### config.mk
export PLATFORM = sky130hd
export DESIGN_NAME = rgse_gray
export DESIGN_NICKNAME = d
export VERILOG_FILES = /design/src/hw/rtl/rgb_to_gray_sobel_edge_assert.svh /design/src/hw/rtl/rgse_pkg.sv /design/src/hw/rtl/rgse_gray.sv
export SDC_FILE = /design/constraint.sdc
export NUM_CORES = 1
export LEC_CHECK = 0
export ABC_AREA = 1
export ABC_CLOCK_PERIOD_IN_PS = 8300
export BUFFER_PORTS_ARGS = -buffer_cell sky130_fd_sc_hd__buf_2
export CAP_MARGIN = 0
export CORE_MARGIN = 4
export CORE_UTILIZATION = 55
export DETAILED_ROUTE_END_ITERATION = 16
export PLACE_DENSITY = 0.72
export SLEW_MARGIN = 5
export SYNTH_ARGS = -nofsm -noshare
export SYNTH_HDL_FRONTEND = slang
export SYNTH_SLANG_ARGS = --single-unit
### constraint.sdc
create_clock -name vclk -period 8.3
set_clock_uncertainty 0.1 [all_clocks]
set_input_delay 0.415 -clock vclk [all_inputs]
set_output_delay 0.415 -clock vclk [all_outputs]
set_load 0.01 [all_outputs]
### src/hw/rtl/rgb_to_gray_sobel_edge_assert.svh
// ----------------------------------------------------------------------------
// rgb_to_gray_sobel_edge_assert.svh
// Assertion macros for the gray/Sobel edge block.
// ----------------------------------------------------------------------------
`ifndef RGB_TO_GRAY_SOBEL_EDGE_ASSERT_SVH
`define RGB_TO_GRAY_SOBEL_EDGE_ASSERT_SVH

// same-cycle implication, disabled in reset
`define RGSE_ASSERT_NOW(label, clk, rst_n, ante, cons, msg) \
	label: assert property (@(posedge clk) disable iff (!rst_n) (ante) |-> (cons)) \
		else $error(msg);

// next-cycle implication, disabled in reset
`define RGSE_ASSERT_NEXT(label, clk, rst_n, ante, cons, msg) \
	label: assert property (@(posedge clk) disable iff (!rst_n) (ante) |=> (cons)) \
		else $error(msg);

`endif

### src/hw/rtl/rgse_pkg.sv
// ----------------------------------------------------------------------------
// rgse_pkg
// Shared constants and types of the gray/Sobel edge block.
// ----------------------------------------------------------------------------
`default_nettype none

package rgse_pkg;

	localparam int unsigned CFG_W          = 12;
	localparam int unsigned CHAN_W         = 8;
	localparam int unsigned GRAY_W         = 8;
	localparam int unsigned COORD_W        = 11;
	localparam int unsigned MAX_WIDTH_DEF  = 2048;
	localparam int unsigned MAX_HEIGHT_DEF = 2048;
	localparam int unsigned MIN_WIDTH      = 3;

	localparam logic [CFG_W-1:0] LINE_WIDTH_RST = 12'd640;

	// luma weights in 1/256 units
	localparam logic [7:0] W_A = 8'd77;
	localparam logic [7:0] W_B = 8'd150;
	localparam logic [7:0] W_C = 8'd29;

	localparam logic [GRAY_W-1:0] EDGE_MAX = 8'd255;

	typedef logic [GRAY_W-1:0] gray_t;
	typedef logic [CHAN_W-1:0] chan_t;

	// one column of the two stored rows
	typedef struct packed {
		gray_t top;
		gray_t mid;
	} col_pair_t;

	// 3x3 window, row-major, top row first, oldest column at the low index
	typedef gray_t [8:0] win_t;

endpackage

`default_nettype wire

### src/hw/rtl/rgse_gray.sv
// ----------------------------------------------------------------------------
// rgse_gray
// Fixed-point gray conversion: (77*a + 150*b + 29*c) >> 8.
// ----------------------------------------------------------------------------
`default_nettype none

module rgse_gray (
	input  wire rgse_pkg::chan_t chan_a,
	input  wire rgse_pkg::chan_t chan_b,
	input  wire rgse_pkg::chan_t chan_c,
	output rgse_pkg::gray_t      gray
);
	import rgse_pkg::*;

	logic [15:0] sum;

	always_comb begin
		sum = ({8'd0, chan_a} * {8'd0, W_A})
			+ ({8'd0, chan_b} * {8'd0, W_B})
			+ ({8'd0, chan_c} * {8'd0, W_C});
	end

	assign gray = sum[15:8];
endmodule

`default_nettype wire

After elaboration in Yosys (flattened, before gate mapping) --
Cells that the tools add are included.
Storage, ports and cells: bits in registers 0, input bits 24, output and inout port bits 8, word-level logic and storage cells 5
Cells by class: add/sub/neg operators 2, multipliers 3
Operators with widths (number):
- $mul A8 B7 Y15 const B | 2
- $add A15 B16 Y16 | 1
- $add A16 B13 Y16 | 1
- $mul A8 B5 Y13 const B | 1

Longest topological paths before layout --
depth in word-level cells 3, depth in mapped cells 29, mapped depth without buffers 29

Least setup slack after synthesis --
OpenSTA, ideal clock, no wires.
path type input -> output, from in chan_b[3], to out gray[3], arrival time 5.682 ns, data required time 7.785 ns, slack 2.103 ns, stages 24, buffers on the path 0, cell sequence ha_1 -> ha_1 -> ha_1 -> inv_1 -> fa_1 -> inv_1 -> ha_1 -> a21oi_1 -> o21ai_1 -> a21oi_1 -> xnor2_1 -> fa_1 -> fa_1 -> inv_1 -> fa_1 -> fa_1 -> inv_1 -> ha_1 -> nand2_1 -> nand2_1 -> nand2_1 -> nand2_1 -> a21oi_1 -> xor2_1
On the way: word-level cells in the longest chain between the ends 3
Ends and longest elaborated chain:
- start: declaration | line rgse_gray.sv:9 | input wire rgse_pkg::chan_t chan_b,
- $mul A8 B7 Y15 | line rgse_gray.sv:19 | + ({8'd0, chan_b} * {8'd0, W_B})
- $add A15 B16 Y16 | line rgse_gray.sv:19
- $add A16 B13 Y16 | line rgse_gray.sv:20 | + ({8'd0, chan_c} * {8'd0, W_C});
- end: declaration | line rgse_gray.sv:11 | output rgse_pkg::gray_t gray
No other way between the ends.

Final worst setup path --
from in chan_b[3], to out gray[7]
Same word-level chain as after synthesis.

==> metrics.txt <==
status finished clean; Starting Density between 50% and 60%; Register Area 0 um^2; # setup viols final 0; # Max-Cap Violations 0; post-synth top area cell fa_1; DRC viols 0; Syn Nets 586; Commonest cells post-synth inv_1, ha_1, nand2_1, fa_1, nand3_1; CORE AREA between 0.005 and 0.006 mm^2; Chip Width ~87 um; part of the cycle the worst path needs 81.8%; final hold slack around 1.4 ns; Mean Syn Cell Area ~8.0 um^2; final-report hold violation count 0; Layout area overhead 7.46%; share of cells above drive strength 1 slightly above 9%; row count 28; vias in the first global route approximately 2800; number of diodes 0; unrepaired setup endpoints after global routing no; Seq Cell Count 0; share of the synthesized area in the top cell type 32.4%; placed instance area 0.00366 mm^2; count of cell types in the netlist 22; Post-DRT Antenna Nets 0; initial antenna violation count 0; Cells after Synth about 420; clkbuf count 0; first-pass GRT wire length around 12 mm; final instance area between 0.003 and 0.004 mm^2; Pins Over Slew Limit 0; Arrival @ worst endpoint between 6 and 7 ns; Setup crit end kind output pin; sequential area share after synthesis 0%; Post-CTS Setup Repair Bufs 0; ranking of synthesized cells by area fa_1, ha_1, inv_1; DRT Pass-1 Iters 5; Core Util, Final between 60 and 70%; crit start category input pin; min Tclk post-route a little under 7 ns; area of the die 0.00751 mm^2; grt ovf 0; hpwl dp approximately 6.5 mm; Slew HR between 80% and 90%; Hold Path Class input pin to output pin; setup_tns 0 ns; I/O Buffers 32; WL/cell about 13 um; post_cts resized 0; most frequent cell after synthesis inv_1; Die Height 86.7 um; f_max around 150 MHz; Final GP Congestion around 0.9; Vias/cell between 5 and 6; Iter 0 DRT Violations 92; Critical Path Fanout Max 5; fin nets 620; worst path required time 7.79 ns; yosys warns 0; Worst-Margin Slew 0.262 ns; mapped cell area 0.00340 mm^2; Vias between 2000 and 3000; Tot GR Track Use between 20% and 30%; CP Class input pin to output pin; Total Wirelength 6.76 mm; largest net degree at the start of global routing 7; I/O pins 32; CTS Hold Bufs 0
[critical path, cell delays in order]
cell and delay, ns:
buf_2 0.14, ha_1 0.30, ha_1 0.27, ha_1 0.27, inv_1 0.05, fa_1 0.50
inv_1 0.04, ha_1 0.37, a21oi_1 0.19, o21ai_1 0.11, a21oi_1 0.17, xnor2_1 0.17
fa_1 0.47, fa_1 0.51, inv_1 0.05, fa_1 0.46, fa_1 0.54, inv_1 0.04
ha_1 0.38, nand2_1 0.12, nor2_1 0.15, and2_1 0.14, nand2_1 0.05, nand2_1 0.10
inv_1 0.05, nand3_1 0.05, nand2_1 0.04, buf_2 0.13
[path summary, 6_finish.rpt]
kind / cells past startpoint / slack [ns] / from / end
worst max-delay path: 28 / 1.51 / chan_b[3] / gray[7]
worst min-delay path: 6 / 1.43 / chan_a[0] / gray[0]
[layer usage]
layer	vias to the layer above	part of all wire [%]	routed length [um]	GRT usage [%]
met5	-	0	0	0
met4	0	0.46	31	0.992
met2	35	50	3360	37.3
li1	1371	-	-	-
met3	4	2.6	177	0.380
met1	1290	47	3190	27.7
[cell families after synthesis]
family                     after synthesis  synth area share [%]
adders and majority gates              139                  63.2
and+or+nand+nor                        128                  16.0
buffers and inverters                  113                  12.5
AOI/OAI and AO/OA                       31                  5.26
xor gates and xnor gates                12                  3.09
[layout by cell type (no fill, tap or decap), drive strengths merged]
master and n:
a21o 3, a21oi 20, a31oi 1, and2 1, buf 32, fa 55
ha 84, inv 113, nand2 78, nand3 22, nand4 2, nor2 22
nor3 1, nor4 1, o21ai 4, o21bai 3, or2 1, xnor2 4
xor2 8
[final cells by class]
type,instances,area (um^2)
fill,564,2300
multi-input combinational,310,2980
tap,75,93.8
inverter,113,424
timing repair buffer,32,160
[metrics by stage]
stage / instances / setup slack [ns]
4_1_cts: 530 / 1.50
2_1_floorplan: 423 / 2.10
3_5_place_dp: 530 / 1.51
6_report: 530 / 1.51
3_3_place_gp: 530 / 1.51
5_1_grt: 530 / 1.18
Power is not shown: default switching activity piles up to over one toggle a cycle in this logic, so the estimate is an artifact.
