`src/hw/rtl/rgb_to_gray_sobel_edge_assert.svh`:
```
// ----------------------------------------------------------------------------
// rgb_to_gray_sobel_edge_assert.svh
// Assertion macros for the gray/Sobel edge block.
// ----------------------------------------------------------------------------
`ifndef RGB_TO_GRAY_SOBEL_EDGE_ASSERT_SVH
`define RGB_TO_GRAY_SOBEL_EDGE_ASSERT_SVH

// same-cycle implication, disabled in reset
`define RGSE_ASSERT_NOW(label, clk, rst_n, ante, cons, msg) \
	label: assert property (@(posedge clk) disable iff (!rst_n) (ante) |-> (cons)) \
		else $error(msg);

// next-cycle implication, disabled in reset
`define RGSE_ASSERT_NEXT(label, clk, rst_n, ante, cons, msg) \
	label: assert property (@(posedge clk) disable iff (!rst_n) (ante) |=> (cons)) \
		else $error(msg);

`endif

```
`src/hw/rtl/rgse_pkg.sv`:
```
// ----------------------------------------------------------------------------
// rgse_pkg
// Shared constants and types of the gray/Sobel edge block.
// ----------------------------------------------------------------------------
`default_nettype none

package rgse_pkg;

	localparam int unsigned CFG_W          = 12;
	localparam int unsigned CHAN_W         = 8;
	localparam int unsigned GRAY_W         = 8;
	localparam int unsigned COORD_W        = 11;
	localparam int unsigned MAX_WIDTH_DEF  = 2048;
	localparam int unsigned MAX_HEIGHT_DEF = 2048;
	localparam int unsigned MIN_WIDTH      = 3;

	localparam logic [CFG_W-1:0] LINE_WIDTH_RST = 12'd640;

	// luma weights in 1/256 units
	localparam logic [7:0] W_A = 8'd77;
	localparam logic [7:0] W_B = 8'd150;
	localparam logic [7:0] W_C = 8'd29;

	localparam logic [GRAY_W-1:0] EDGE_MAX = 8'd255;

	typedef logic [GRAY_W-1:0] gray_t;
	typedef logic [CHAN_W-1:0] chan_t;

	// one column of the two stored rows
	typedef struct packed {
		gray_t top;
		gray_t mid;
	} col_pair_t;

	// 3x3 window, row-major, top row first, oldest column at the low index
	typedef gray_t [8:0] win_t;

endpackage

`default_nettype wire

```
`src/hw/rtl/rgse_sobel.sv`:
```
// ----------------------------------------------------------------------------
// rgse_sobel
// 3x3 Sobel gradients on a gray window, |gx| + |gy| saturated to 8 bits.
// ----------------------------------------------------------------------------
`default_nettype none

module rgse_sobel (
	input  wire rgse_pkg::win_t win,
	output rgse_pkg::gray_t     mag
);
	import rgse_pkg::*;

	logic [9:0]         gx_p, gx_n, gy_p, gy_n;
	logic signed [10:0] gx, gy;
	logic [9:0]         ax, ay;
	logic [10:0]        sum;

	always_comb begin
		gx_p = {2'd0, win[2]} + {1'b0, win[5], 1'b0} + {2'd0, win[8]};
		gx_n = {2'd0, win[0]} + {1'b0, win[3], 1'b0} + {2'd0, win[6]};
		gy_p = {2'd0, win[6]} + {1'b0, win[7], 1'b0} + {2'd0, win[8]};
		gy_n = {2'd0, win[0]} + {1'b0, win[1], 1'b0} + {2'd0, win[2]};
		gx   = $signed({1'b0, gx_p}) - $signed({1'b0, gx_n});
		gy   = $signed({1'b0, gy_p}) - $signed({1'b0, gy_n});
		ax   = gx[10] ? 10'(-gx) : gx[9:0];
		ay   = gy[10] ? 10'(-gy) : gy[9:0];
		sum  = {1'b0, ax} + {1'b0, ay};
		mag  = (sum > {3'd0, EDGE_MAX}) ? EDGE_MAX : sum[7:0];
	end
endmodule

`default_nettype wire

```
`config.mk`:
```
export PLATFORM = sky130hd
export DESIGN_NAME = rgse_sobel
export DESIGN_NICKNAME = d
export VERILOG_FILES = /design/src/hw/rtl/rgb_to_gray_sobel_edge_assert.svh /design/src/hw/rtl/rgse_pkg.sv /design/src/hw/rtl/rgse_sobel.sv
export SDC_FILE = /design/constraint.sdc
export NUM_CORES = 1
export LEC_CHECK = 0
export ABC_AREA = 1
export BUFFER_PORTS_ARGS = -buffer_cell sky130_fd_sc_hd__buf_2
export CAP_MARGIN = 30
export CELL_PAD_IN_SITES_DETAIL_PLACEMENT = 0
export CELL_PAD_IN_SITES_GLOBAL_PLACEMENT = 1
export CORE_MARGIN = 1.5
export CORE_UTILIZATION = 40
export DETAILED_ROUTE_END_ITERATION = 7
export PLACE_DENSITY = 0.88
export SETUP_SLACK_MARGIN = 0.1
export SYNTH_ARGS = -nofsm -noshare
export SYNTH_HDL_FRONTEND = slang
export SYNTH_SLANG_ARGS = --single-unit
```
`constraint.sdc`:
```
create_clock -name vclk -period 13.4
set_clock_uncertainty 0.15 [all_clocks]
set_input_delay 0.67 -clock vclk [all_inputs]
set_output_delay 0.67 -clock vclk [all_outputs]
set_load 0.03 [all_outputs]
```
# After elaboration in Yosys (flattened, before gate mapping)
# Index checks and enable logic that the tools add are counted.
word_totals:
  in_bits: 72
  ff_bits: 0
  elab_cells: 17
op_classes:
  n_lt_le_gt_ge: 1
  add_sub_neg: 13
  mux: 3
op_table:
  columns: ["cell", "count"]
  rows:
  - ["$add A10 B8 Y10", 4]
  - ["$add A8 B9 Y10", 4]
  - ["$sub A10 B10 Y11", 2]
  - ["$mux W10", 2]
  - ["$neg A10 Y10", 2]
  - ["$add A10 B10 Y11", 1]
  - ["$gt A11 B8 Y1 const B", 1]
  - ["$mux W8", 1]

# Longest topological paths before layout
logic_depth:
  ltp_word: 8
  ltp_mapped: 27

# Worst setup path before layout
# No wires, ideal clock.
synth_timing:
  path_kind: "input to output"
  startpoint: "input port win[5] (netlist name)"
  endpoint: "output port mag[2]"
  t_arrival_ns: 5.008
  t_required_ns: 12.580
  cell_stages: 21
  n_path_buf: 0
  path_slack_ns: 7.572
  cell_sequence: "inv_1 fa_1 fa_1 inv_1 fa_1 inv_1 ha_1 a21o_1 inv_1 o21ai_0 nand2_1 nand3_2 inv_2 o21ai_0 fa_1 a21oi_1 o21ai_2 nand3_1 nand2_1 xor2_2 nand4_1"
synth_between:
  elab_chain_len: 8
  elab_cells_between_ends: 13
  classes_between: "add/sub: 9; order compare: 1; mux: 3"
synth_lines:
  columns: ["element", "line_no", "source"]
  rows:
  - ["start: declaration", "rgse_sobel.sv:8", "input wire rgse_pkg::win_t win,"]
  - ["$add A8 B9 Y10 (on tied branches)", "rgse_sobel.sv:20, rgse_sobel.sv:22", null]
  - ["$add A10 B8 Y10 (on tied branches)", "rgse_sobel.sv:20, rgse_sobel.sv:22", null]
  - ["$sub A10 B10 Y11 (on tied branches)", "rgse_sobel.sv:23, rgse_sobel.sv:24", null]
  - ["$neg A10 Y10 (on tied branches)", "rgse_sobel.sv:25, rgse_sobel.sv:26", null]
  - ["$mux W10 (on tied branches)", "rgse_sobel.sv:25, rgse_sobel.sv:26", null]
  - ["$add A10 B10 Y11 (*)", "rgse_sobel.sv:27", "sum = {1'b0, ax} + {1'b0, ay};"]
  - ["$gt A11 B8 Y1", "rgse_sobel.sv:28", "mag = (sum > {3'd0, EDGE_MAX}) ? EDGE_MAX : sum[7:0];"]
  - ["$mux W8 (*)", "rgse_sobel.sv:28", null]
  - ["end: declaration", "rgse_sobel.sv:9", "output rgse_pkg::gray_t mag"]
# Every way passes the cells marked *; elsewhere a longest branch is shown, timed or not.

# Worst setup path in the final report
layout_timing:
  startpoint: "input port win[0] (netlist name)"
  endpoint: "output port mag[6]"
# The elaborated chain is that of the path after synthesis.

==> impl_metrics.toml <==
[worst_setup_path]
required_ps = 12580
critPathLaunchType = "input pin"
crit_path_frequent_cell = "fa_1"
crit_type = "input pin to output port"
critPathMaxFanout = 8
end_kind = "output port"
worstPathArrival_ps = 5600
path_cells = "buf_2, fa_1, inv_1, fa_1, fa_1, ha_1, inv_1, fa_1, nand3_1, nor2_1, nand3_1, nor2_1, a21oi_1, xor2_1, inv_1, ha_1, a21oi_1, o21ai_0, a21oi_1, o21ai_0, nor2_1, nand4_1, buf_2"
crit_family = "adder cells"
crit_path_top_delay_cell = "fa_1"
slowest_delay_ps = 550
crit_cells = 23
cp_num_buf_inv = 5

[drt]
wl_mm = 7.36
routed-wl-met3_um = 158
drc = 0
met2WireLength_mm = 3.81
drtPass1Iterations = 4
drtIter0Drc = 126
wire_per_inst_um = 10.4
vias_per_cell = 4.60
drt-met1-wl_mm = 3.39
routed.top_layer = "met3"
postRouteAntennaNets = 0
vias = 3254

[timing]
final.setup.tns_ps = 0
rsz0062_at_grt = "no"
relSlewSlack_pct = 68.7
fin_crit_ps = 6420
setup_violations = 0
worstMarginPinSlew_ps = 467
slew_violations = 0
hold_viol_final = 0
finalCritPeriodShare_pct = 47.9
fmax_ghz = 0.156

[floorplan]
io_pins = 80
row_count = 34
core_um2 = 8850
die_y_um = 99.3
initial_core_util_pct = 41.9
dieArea_um2 = 9860
die_x_um = 99.3

[logic_synthesis]
syn_nets = 700
synth_area_per_cell_um2 = 7.02
ys_seq_area_share_pct = 0
synth_cell_types = 33
yosys_warnings = 0
syn_inst = 529
syn_area_um2 = 3710

[global_route]
grt_max_degree = 9
antenna_found_initial = 0
overflow = 0
grtUsageTotal_pct = 16.4
grt_pass1_wl_mm = 13.8
first_global_vias = 3421

[placement]
dp_hpwl_mm = 6.95
gp_congestion = 0.865
io_buffer_count = 72

[cells_and_area]
seq_cell_count = 0
antenna-diode-count = 0
final_common_cell = "inv_1"
fill_cells = 923
drive_above_1_share_pct = 15.7
syn_to_final_growth_pct = 13.0
layout.nets = 773
final_cell_mix = "192 x inv_1, 91 x nand2_1, 72 x buf_2"
seqCellArea_um2 = 0
clockBufferCount = 0
multi_input_area_um2 = 2970

[run_status]
status = "finished, final reports clean"

[clocking]
post_cts_buffers = 0
ctsResizeCount = 0
cts_hold_buf = 0

[min_path]
hold_depth = 7
hold_class = "input pin to output port"

[flow_run]
max_cap_violations = 0
[metal layers]
layer | up-vias | global-route usage (%)
met1 | 1514 | 20.7
met2 | 47 | 33.2
met5 | - | 0
li1 | 1693 | -
met3 | 0 | 0.0703
met4 | 0 | 0
[per-stage QoR]
| stage | cells | hold WS [ps] | utilization [%] | worst slack [ps] | cell area [um2] |
|---|---|---|---|---|---|
| after CTS | 708 | 2100 | 47.4 | 7000 | 4200 |
| final | 708 | 2080 | 47.4 | 6980 | 4200 |
| after global routing | 708 | 2150 | 47.4 | 6570 | 4200 |
| after global placement | 708 | 2090 | 47.4 | 7060 | 4200 |
| after detailed placement | 708 | 2090 | 47.4 | 7010 | 4200 |
| after floorplan | 529 | 1900 | - | 7570 | 3710 |
[cells in the mapped netlist (3+ instances only)]
cell     number  share of area [%]
ha_1         36                 12
inv_1       192                 19
nor2_1       18                1.8
o21ai_0       8                1.1
fa_1         63                 34
xnor2_1       4               0.94
nand2_1      91                9.2
nor3_1        4               0.54
nand4_1      17                2.9
nand3_1      32                4.3
a21oi_1      15                2.0
nand3_2       3               0.81
xor2_1       16                3.8
[final cells by class]
type | instances | area share [%]
multi-input cells | 334 | 70.8
well taps | 108 | 3.22
repair buffers | 72 | 8.59
inverters | 194 | 17.4
[kinds of logic (layout without fill, tap and decap cells)]
family	count (synthesis)	count (layout)	share of synthesized area, %
fa+ha+maj	99	99	46.1
buf+inv	195	266	19.9
simple gates	176	176	21.9
compound gates	36	36	6.04
xor+xnor	23	23	6.03
[final timing paths]
path               start     end  slack [ps]
setup / recovery  win[0]  mag[6]        6980
hold / removal    win[1]  mag[0]        2080
Power is not shown: default switching activity piles up to over one toggle a cycle in this logic, so the estimate is an artifact.
